$ cat src/rtl/calm_pkg.sv
package calm_pkg;

    // Sizes
    localparam int MAX_ENTRIES_DEF = 16;
    localparam int COUNT_W         = 5;
    localparam int IDX_W           = 4;
    localparam int FAM_W           = 2;
    localparam int HALF_W          = 64;
    localparam int PFX_W           = 8;
    localparam int WORD_W          = 2 * HALF_W;
    localparam int V4_W            = 32;

    // Prefix limits
    localparam int V4_MAX_PFX = 32;
    localparam int V6_MAX_PFX = 128;
    localparam int EMBED_PFX  = 96;

    // Family codes
    localparam logic [FAM_W-1:0] FAM_LOCAL   = 2'd0;
    localparam logic [FAM_W-1:0] FAM_V4      = 2'd1;
    localparam logic [FAM_W-1:0] FAM_V6      = 2'd2;
    localparam logic [FAM_W-1:0] FAM_UNKNOWN = 2'd3;

    // Command codes
    localparam logic CMD_WRITE = 1'b0;
    localparam logic CMD_CHECK = 1'b1;

    // Upper 32 bits of the low half for an IPv4-mapped address
    localparam logic [V4_W-1:0] MAPPED_TAG = 32'h0000_FFFF;

    // Normalized address: IPv4 sits left-aligned in the 128-bit word
    typedef struct packed {
        logic [FAM_W-1:0]  fam;
        logic [WORD_W-1:0] word;
    } key_t;

    typedef struct packed {
        logic [FAM_W-1:0]  fam;
        logic [WORD_W-1:0] word;
        logic [PFX_W-1:0]  prefix;
    } entry_t;

    // IPv4-mapped or IPv4-compatible (compatible excludes :: and ::1)
    function automatic logic calm_embeds_v4(input logic [HALF_W-1:0] hi,
                                            input logic [HALF_W-1:0] lo);
        logic [V4_W-1:0] top;
        logic [V4_W-1:0] v4;
        top = lo[HALF_W-1:V4_W];
        v4  = lo[V4_W-1:0];
        return (hi == '0) && ((top == MAPPED_TAG) || ((top == '0) && (v4 > 32'd1)));
    endfunction

    // Family and address folded to the form the table compares against
    function automatic key_t calm_normalize(input logic [FAM_W-1:0]  fam,
                                            input logic [HALF_W-1:0] hi,
                                            input logic [HALF_W-1:0] lo);
        key_t              k;
        logic [WORD_W-1:0] v4w;
        v4w    = {lo[V4_W-1:0], {(WORD_W-V4_W){1'b0}}};
        k.fam  = fam;
        k.word = '0;
        case (fam)
            FAM_V4: begin
                k.word = v4w;
            end
            FAM_V6: begin
                if (calm_embeds_v4(hi, lo)) begin
                    k.fam  = FAM_V4;
                    k.word = v4w;
                end else begin
                    k.word = {hi, lo};
                end
            end
            default: begin
                k.word = '0;
            end
        endcase
        return k;
    endfunction

endpackage

$ cat src/rtl/calm_entry_table.sv
module calm_entry_table #(
    parameter int DEPTH = 16,
    parameter int AW    = 4
) (
    input  logic                 aclk,
    input  logic                 wr_en,
    input  logic [AW-1:0]        wr_addr,
    input  calm_pkg::entry_t     wr_entry,
    input  logic                 rd_en,
    input  logic [AW-1:0]        rd_addr,
    input  calm_pkg::key_t       key,
    output logic                 hit
);
    import calm_pkg::*;

    entry_t            mem [DEPTH];
    entry_t            rd_data_reg;
    logic [WORD_W-1:0] mask;

    // Single write port, registered read port
    always_ff @(posedge aclk) begin
        if (wr_en) begin
            mem[wr_addr] <= wr_entry;
        end
        if (rd_en) begin
            rd_data_reg <= mem[rd_addr];
        end
    end

    // Leading-prefix mask; a prefix of 128 or more keeps every bit
    assign mask = ~({WORD_W{1'b1}} >> rd_data_reg.prefix);

    // Shared compare: family equal and masked address bits equal
    assign hit = (rd_data_reg.fam == key.fam) &&
                 (((rd_data_reg.word ^ key.word) & mask) == '0);

endmodule

$ cat src/rtl/cidr_allow_list_match_unit.sv
// Subnet allow-list check. A write beat (cmd 0) stores one entry at entry_index
// after folding IPv4-mapped and IPv4-compatible IPv6 values to IPv4 (prefix less
// 96) and returns status 1 for a bad prefix or family; a write to a slot at or
// above MAX_ENTRIES is dropped with status 0. A check beat (cmd 1) walks the
// first entry_count entries (capped at MAX_ENTRIES) through one table read port
// and one shared masked compare, one entry per cycle, and stops at the first
// match. A write, a check of an unknown family and a check with entry_count 0
// skip the scan and go from acceptance straight to the done state. The block
// takes one beat at a time, but a finished result may wait in the output
// register while the next beat is accepted. Table entries are not cleared by
// reset; only entries that have been written may lie below entry_count.
module cidr_allow_list_match_unit #(
    parameter int MAX_ENTRIES = calm_pkg::MAX_ENTRIES_DEF
) (
    input  logic                          aclk,
    input  logic                          aresetn,
    // configuration
    input  logic                          cfg_wr_en,
    input  logic [calm_pkg::COUNT_W-1:0]  cfg_wr_data,
    // input channel
    input  logic                          s_valid,
    output logic                          s_ready,
    input  logic                          s_cmd,
    input  logic [calm_pkg::IDX_W-1:0]    s_entry_index,
    input  logic [calm_pkg::FAM_W-1:0]    s_family_code,
    input  logic [calm_pkg::HALF_W-1:0]   s_addr_high_half,
    input  logic [calm_pkg::HALF_W-1:0]   s_addr_low_half,
    input  logic [calm_pkg::PFX_W-1:0]    s_prefix_len,
    // result channel
    output logic                          m_valid,
    input  logic                          m_ready,
    output logic                          m_allowed,
    output logic                          m_status
);
    import calm_pkg::*;

    localparam int AW = (MAX_ENTRIES > 1) ? $clog2(MAX_ENTRIES) : 1;
    localparam int CW = $clog2(MAX_ENTRIES + 1);

    typedef enum logic [2:0] {
        ST_IDLE = 3'b001,
        ST_SCAN = 3'b010,
        ST_DONE = 3'b100
    } state_t;

    state_t              state_reg, state_next;
    logic [COUNT_W-1:0]  entry_count_reg;
    key_t                key_reg, key_next;
    logic [CW-1:0]       limit_reg, limit_next;
    logic [CW-1:0]       idx_reg, idx_next;
    logic                pend_reg, pend_next;
    logic                res_allowed_reg, res_allowed_next;
    logic                res_status_reg, res_status_next;
    logic                m_valid_reg, m_valid_next;
    logic                m_allowed_reg, m_allowed_next;
    logic                m_status_reg, m_status_next;

    key_t                in_key;
    entry_t              wr_entry;
    logic                wr_ok;
    logic                wr_en;
    logic [CW-1:0]       limit_val;
    logic                issue;
    logic                hit;
    logic                accept;

    assign s_ready   = (state_reg == ST_IDLE);
    assign accept    = s_valid && s_ready;
    assign m_valid   = m_valid_reg;
    assign m_allowed = m_allowed_reg;
    assign m_status  = m_status_reg;

    // Normalize the incoming address
    assign in_key = calm_normalize(s_family_code, s_addr_high_half, s_addr_low_half);

    // Entry validation and prefix adjustment
    always_comb begin
        wr_entry.fam    = in_key.fam;
        wr_entry.word   = in_key.word;
        wr_entry.prefix = s_prefix_len;
        wr_ok           = 1'b1;
        case (s_family_code)
            FAM_LOCAL: begin
                wr_entry.prefix = '0;
            end
            FAM_V4: begin
                wr_ok = (s_prefix_len <= PFX_W'(V4_MAX_PFX));
            end
            FAM_V6: begin
                if (s_prefix_len > PFX_W'(V6_MAX_PFX)) begin
                    wr_ok = 1'b0;
                end else if (in_key.fam == FAM_V4) begin
                    if (s_prefix_len < PFX_W'(EMBED_PFX)) begin
                        wr_ok = 1'b0;
                    end else begin
                        wr_entry.prefix = s_prefix_len - PFX_W'(EMBED_PFX);
                    end
                end
            end
            default: begin
                wr_ok = 1'b0;
            end
        endcase
    end

    assign wr_en = accept && (s_cmd == CMD_WRITE) && wr_ok &&
                   (32'(s_entry_index) < MAX_ENTRIES);

    // Entry count capped at the table depth
    assign limit_val = (32'(entry_count_reg) > MAX_ENTRIES) ? CW'(MAX_ENTRIES)
                                                            : CW'(entry_count_reg);

    // One table read per scan cycle while entries remain
    assign issue = (state_reg == ST_SCAN) && (idx_reg < limit_reg);

    calm_entry_table #(
        .DEPTH (MAX_ENTRIES),
        .AW    (AW)
    ) u_table (
        .aclk     (aclk),
        .wr_en    (wr_en),
        .wr_addr  (AW'(s_entry_index)),
        .wr_entry (wr_entry),
        .rd_en    (issue),
        .rd_addr  (idx_reg[AW-1:0]),
        .key      (key_reg),
        .hit      (hit)
    );

    // Sequencer
    always_comb begin
        state_next       = state_reg;
        key_next         = key_reg;
        limit_next       = limit_reg;
        idx_next         = idx_reg;
        pend_next        = pend_reg;
        res_allowed_next = res_allowed_reg;
        res_status_next  = res_status_reg;
        m_valid_next     = m_valid_reg;
        m_allowed_next   = m_allowed_reg;
        m_status_next    = m_status_reg;

        if (m_ready) begin
            m_valid_next = 1'b0;
        end

        case (state_reg)
            ST_IDLE: begin
                if (s_valid) begin
                    res_allowed_next = 1'b0;
                    if (s_cmd == CMD_WRITE) begin
                        res_status_next = !wr_ok;
                        state_next      = ST_DONE;
                    end else begin
                        res_status_next = 1'b0;
                        key_next        = in_key;
                        limit_next      = limit_val;
                        idx_next        = '0;
                        pend_next       = 1'b0;
                        if ((s_family_code == FAM_UNKNOWN) || (limit_val == '0)) begin
                            state_next = ST_DONE;
                        end else begin
                            state_next = ST_SCAN;
                        end
                    end
                end
            end
            ST_SCAN: begin
                pend_next = issue;
                if (issue) begin
                    idx_next = idx_reg + 1'b1;
                end
                if (pend_reg && hit) begin
                    res_allowed_next = 1'b1;
                    pend_next        = 1'b0;
                    state_next       = ST_DONE;
                end else if (!issue && !pend_reg) begin
                    state_next = ST_DONE;
                end
            end
            ST_DONE: begin
                if (!m_valid_reg || m_ready) begin
                    m_valid_next   = 1'b1;
                    m_allowed_next = res_allowed_reg;
                    m_status_next  = res_status_reg;
                    state_next     = ST_IDLE;
                end
            end
            default: begin
                state_next = ST_IDLE;
            end
        endcase
    end

    // Control registers
    always_ff @(posedge aclk) begin
        if (!aresetn) begin
            state_reg       <= ST_IDLE;
            pend_reg        <= 1'b0;
            m_valid_reg     <= 1'b0;
            entry_count_reg <= '0;
        end else begin
            state_reg   <= state_next;
            pend_reg    <= pend_next;
            m_valid_reg <= m_valid_next;
            if (cfg_wr_en) begin
                entry_count_reg <= cfg_wr_data;
            end
        end
    end

    // Payload registers
    always_ff @(posedge aclk) begin
        key_reg         <= key_next;
        limit_reg       <= limit_next;
        idx_reg         <= idx_next;
        res_allowed_reg <= res_allowed_next;
        res_status_reg  <= res_status_next;
        m_allowed_reg   <= m_allowed_next;
        m_status_reg    <= m_status_next;
    end

    // A compare result is only pending while scanning
    assert property (@(posedge aclk) disable iff (!aresetn)
        pend_reg |-> (state_reg == ST_SCAN))
        else $error("compare pending outside scan");

    // The scan index never passes the capped count
    assert property (@(posedge aclk) disable iff (!aresetn)
        (state_reg == ST_SCAN) |-> (idx_reg <= limit_reg))
        else $error("scan index beyond entry count");

    // A rejected write never reports a match
    assert property (@(posedge aclk) disable iff (!aresetn)
        (m_valid_reg && m_status_reg) |-> !m_allowed_reg)
        else $error("rejected beat reports allowed");

    // An unknown family on a check skips the scan and matches nothing
    assert property (@(posedge aclk) disable iff (!aresetn)
        (accept && (s_cmd == CMD_CHECK) && (s_family_code == FAM_UNKNOWN)) |=>
            ((state_reg == ST_DONE) && !res_allowed_reg))
        else $error("unknown family was scanned");

endmodule

$ cat config.mk
export PLATFORM = sky130hd
export DESIGN_NAME = cidr_allow_list_match_unit
export DESIGN_NICKNAME = d
export VERILOG_FILES = /design/src/rtl/calm_pkg.sv /design/src/rtl/calm_entry_table.sv /design/src/rtl/cidr_allow_list_match_unit.sv
export SDC_FILE = /design/constraint.sdc
export NUM_CORES = 2
export LEC_CHECK = 0
export ABC_CLOCK_PERIOD_IN_PS = 22300
export BUFFER_PORTS_ARGS = -buffer_cell sky130_fd_sc_hd__buf_2
export CAP_MARGIN = 20
export CORE_MARGIN = 5
export CORE_UTILIZATION = 45
export DETAILED_ROUTE_END_ITERATION = 10
export PLACE_DENSITY = 0.62
export SKIP_LAST_GASP = 1
export SLEW_MARGIN = 0
export SYNTH_ARGS = -nofsm -noshare
export SYNTH_HDL_FRONTEND = slang
export SYNTH_SLANG_ARGS = --single-unit
$ cat constraint.sdc
create_clock -name aclk -period 22.3 [get_ports aclk]
set_input_delay 4.46 -clock aclk [delete_from_list [all_inputs] [get_ports aclk]]
set_output_delay 4.46 -clock aclk [all_outputs]
set_load 0.01 [all_outputs]
==> run summary <==
YOSYS
------------------------------------------------------------------------------
Post-synthesis cell type with the largest combined area           sky130_fd_sc_hd__edfxtp_1
Async set-or-reset flop fraction in the synthesized netlist                 0%
Fraction of the yosys area taken by sequential cells                     77.7%
Main synth FF type                                                sky130_fd_sc_hd__edfxtp_1
Synthesized area                                                    0.0965 mm2
Share of Yosys cell area claimed by the top area cell type               77.5%
Post-synth net total                                                      4341
Top area cells in the synthesized netlist                         sky130_fd_sc_hd__edfxtp_1 77%, sky130_fd_sc_hd__mux4_2 16%, sky130_fd_sc_hd__xnor2_1 0.69%
Number of standard cells after synthesis                                  4177
Mapped Avg Cell Area                                                  23.1 um2
Count of cell types in the netlist                                          69
Number of flops mapped to enable cells by yosys                           2490
Number of warnings printed during yosys synthesis                            0
Flip-flop and latch count after synthesis                                 2500

CLOCK TREE
------------------------------------------------------------------------------
Clock transition at the registers of the reported paths                0.06 ns
Number of clock sinks                                                     2500
Clock root cell                                                   sky130_fd_sc_hd__clkbuf_16
Hold_buf cts                                                                 0
Maximum count of clock buffers along a single path                           3
Post_cts resized                                                             0
Insertion delay of the later-clocked pin in the worst-skew pair        0.87 ns
CTS H-tree depth                                                             4
CTS tree                                                                  done
Setup Fix Bufs, Post-CTS                                                     0
Number of buffers created by CTS                                           238

STA
------------------------------------------------------------------------------
Setup Skew                                                           0.0330 ns
Slew @ Worst Pin                                                       1.20 ns
Time the final worst path needs with I/O delays and setup              9.00 ns
Period Utilization, post-route                                           40.4%
F_max                                                                0.111 GHz
Unrepaired setup endpoints after global routing                             no
Final-report hold violation count                                            0
Worst-case headroom to the max-slew limit                                20.0%
Setup TNS                                                                 0 ns
Pins Over Slew Limit                                                         0
Number of failing setup endpoints in the final timing report                 0

FINISH
------------------------------------------------------------------------------
Share of post-route cells with drive strength above 1                    28.8%
Number of flip-flops in the largest register                              2208
Multi-input logic area                                              0.0208 mm2
Area growth syn-to-layout                                                12.9%
Most frequent cells in the layout                                 2490 x sky130_fd_sc_hd__edfxtp_1, 690 x sky130_fd_sc_hd__mux4_2, 241 x sky130_fd_sc_hd__clkbuf_16
Fillcell total                                                           16700
Count of non-filler cells in the finished layout                          7527
Area of all placed cells without fillers                             0.109 mm2
Layout net count                                                          4644
Commonest non-fill, non-tap cell in the layout                    sky130_fd_sc_hd__edfxtp_1
Area of all sequential standard cells                               0.0750 mm2

FLOORPLANNING
------------------------------------------------------------------------------
Die area                                                             0.224 mm2
Die extent in x                                                         473 um
Die height                                                              473 um
Floorplan core area                                                  0.214 mm2
Number of core rows                                                        170
Initial Util                                                             45.1%
Top-level port count                                                       157

DRT
------------------------------------------------------------------------------
Drt initial violations                                                    5218
Vias                                                                     46200
DR vias/cell                                                              6.14
Drt total wl                                                            246 mm
Count of nets left with antenna violations after detail routing              0
DRC                                                                          0
Routed length per placed instance                                      32.7 um
First-pass DRT Iterations                                                    9

PWR
------------------------------------------------------------------------------
Static Leakage                                                         36.0 nW
Power density over the cells                                       87.7 mW/mm2
Maximum ir drop on the vdd rail                                      0.0766 mV

SETUP PATH
------------------------------------------------------------------------------
Critical path class                                                     in2reg
Element type at the critical path start                             input port
Cell with the biggest individual delay on the critical path       sky130_fd_sc_hd__nor4_1
Reg2Reg Launch Point                                                idx_reg[0]
Worst setup EP type                                                  flip-flop
Worst-path maximum fanout                                                   48
Timing startpoint of the critical path                            s_addr_low_half[31]
Data arrival time of the critical path                                 9.48 ns
CP top delay family                                               buffers and inverters
Reg-to-reg setup timing slack                                         17.88 ns
Worst-path cell chain                                             buf_2 > nor4_1 > nand4_1 > o21ai_0 > a211o_1 > a221oi_1 > o21a_1 > nor3_2 > buf_4 > buf_4
Capture instance of the worst register-to-register path           u_table.rd_data_reg[24]
Number of logic stages on the critical path including buffering             10
Buffers & Inverters on Critical Path                                         3
Worst reg2reg path depth                                                     5
CP Data Required Time                                                 22.78 ns
Largest stage delay, worst path                                        0.93 ns
Most Frequent Cell on Critical Path                               sky130_fd_sc_hd__buf_4
Capturing instance or port of the critical path                   u_table.mem[4][125]

PLACEMENT
------------------------------------------------------------------------------
Quantity of I/O buffers inserted on ports                                  156
Gp weighted congestion                                                   0.857
Half-perimeter wire length after detailed placement                     140 mm
Placed cell count                                                         7062
Placed cell area                                                     0.101 mm2

OUTCOME
------------------------------------------------------------------------------
Result of the run                                                 finished, final reports clean

GLOBAL ROUTING
------------------------------------------------------------------------------
Wire length of the first global-routing pass                            347 mm
Remaining Overflow, GRT                                                      0
Antenna violations before repair                                            30
Vias in the first global route                                           45900
Maximum number of pins on one net before global-route repair               139
GRT Overall Usage                                                        21.9%

JOB
------------------------------------------------------------------------------
Maxcap violations                                                            0

HOLD PATH
------------------------------------------------------------------------------
Type of the most critical hold path                                    reg2reg

-- layer usage --
layer  vias up  share of wire, %  global-route usage (%)
met4         8               3.9                    8.07
met3       412               8.2                    4.17
met1     25000                41                    31.4
li1      18500                 -                       -
met2      2329                47                    33.8
met5         -             0.021                       0
-- worst min path at each step --
stage | end | cells after the start | startpoint
after detailed placement | m_allowed | 0 | res_allowed_reg
final | m_allowed | 0 | res_allowed_reg
after floorplan | m_allowed | 0 | res_allowed_reg
after CTS | m_allowed | 0 | res_allowed_reg
after global routing | m_allowed | 0 | res_allowed_reg
after global placement | m_status | 0 | res_status_reg
-- worst register-to-register path: stages, from the launching register on --
cell                       delay [ns]
sky130_fd_sc_hd__edfxtp_1        0.39
sky130_fd_sc_hd__buf_12          0.60
sky130_fd_sc_hd__buf_4           1.03
sky130_fd_sc_hd__buf_4           0.94
sky130_fd_sc_hd__mux4_2          0.69
sky130_fd_sc_hd__mux4_2          0.49
-- final cells by class --
class	count	share of cell area, %
Sequential cell	2500	68.8
Multi-Input combinational cell	1442	19.1
Clock buffer	301	5.79
Tap cell	2838	3.26
Timing Repair Buffer	280	1.71
Clock inverter	138	1.25
Inverter	18	0.0666
Antenna cell	10	0.0230
-- power by group --
group | leakage [nW] | switching, mW | internal (mW)
clock | 3.75 | 1.72 | 2.24
sequential | 24.7 | 0.00907 | 5.18
combinational | 7.59 | 0.249 | 0.148
total | 36.0 | 1.98 | 7.57
-- metrics by stage --
stage          worst slack [ns]  power (mW)  utilization, %  hold slack (ns)
2_1_floorplan              1.56        5.53               -            0.400
3_3_place_gp              11.96        5.68            47.2            0.454
3_5_place_dp              12.49        5.69            47.3            0.455
4_1_cts                   13.40        9.63            50.8            0.444
5_1_grt                   13.43        9.84            50.9            0.448
6_report                  13.30        9.55            50.9            0.448
-- cell families (layout without fill, tap and decap cells) --
family / after synthesis / after routing / share of synthesized area [%]
flops: 2500 / 2500 / 77.7
mux: 695 / 695 / 16.2
simple gates: 374 / 374 / 2.26
buf+inv: 235 / 737 / 0.921
compound gates: 229 / 229 / 1.60
xor+xnor: 132 / 132 / 1.20
fa+ha+maj: 12 / 12 / 0.153
other cells: 0 / 10 / 0
-- synthesized netlist by cell type (7+ instances only) --
cell / instances
sky130_fd_sc_hd__o22ai_1: 12
sky130_fd_sc_hd__nand2_1: 27
sky130_fd_sc_hd__clkbuf_1: 163
sky130_fd_sc_hd__edfxtp_1: 2490
sky130_fd_sc_hd__or4_1: 7
sky130_fd_sc_hd__nor3_1: 28
sky130_fd_sc_hd__nor4_1: 40
sky130_fd_sc_hd__a22oi_1: 34
sky130_fd_sc_hd__buf_1: 49
sky130_fd_sc_hd__nor2_1: 36
sky130_fd_sc_hd__nand3_1: 21
sky130_fd_sc_hd__and2_1: 60
sky130_fd_sc_hd__and3_1: 51
sky130_fd_sc_hd__inv_1: 17
sky130_fd_sc_hd__dfxtp_1: 10
sky130_fd_sc_hd__a211oi_1: 12
sky130_fd_sc_hd__ha_1: 11
sky130_fd_sc_hd__xnor2_1: 76
sky130_fd_sc_hd__nor2b_1: 45
sky130_fd_sc_hd__a31oi_1: 8
sky130_fd_sc_hd__o21ai_0: 39
sky130_fd_sc_hd__xor2_1: 56
sky130_fd_sc_hd__a21oi_1: 53
sky130_fd_sc_hd__mux4_2: 690
sky130_fd_sc_hd__nand4_1: 29
(Power assumes the default switching activity.)
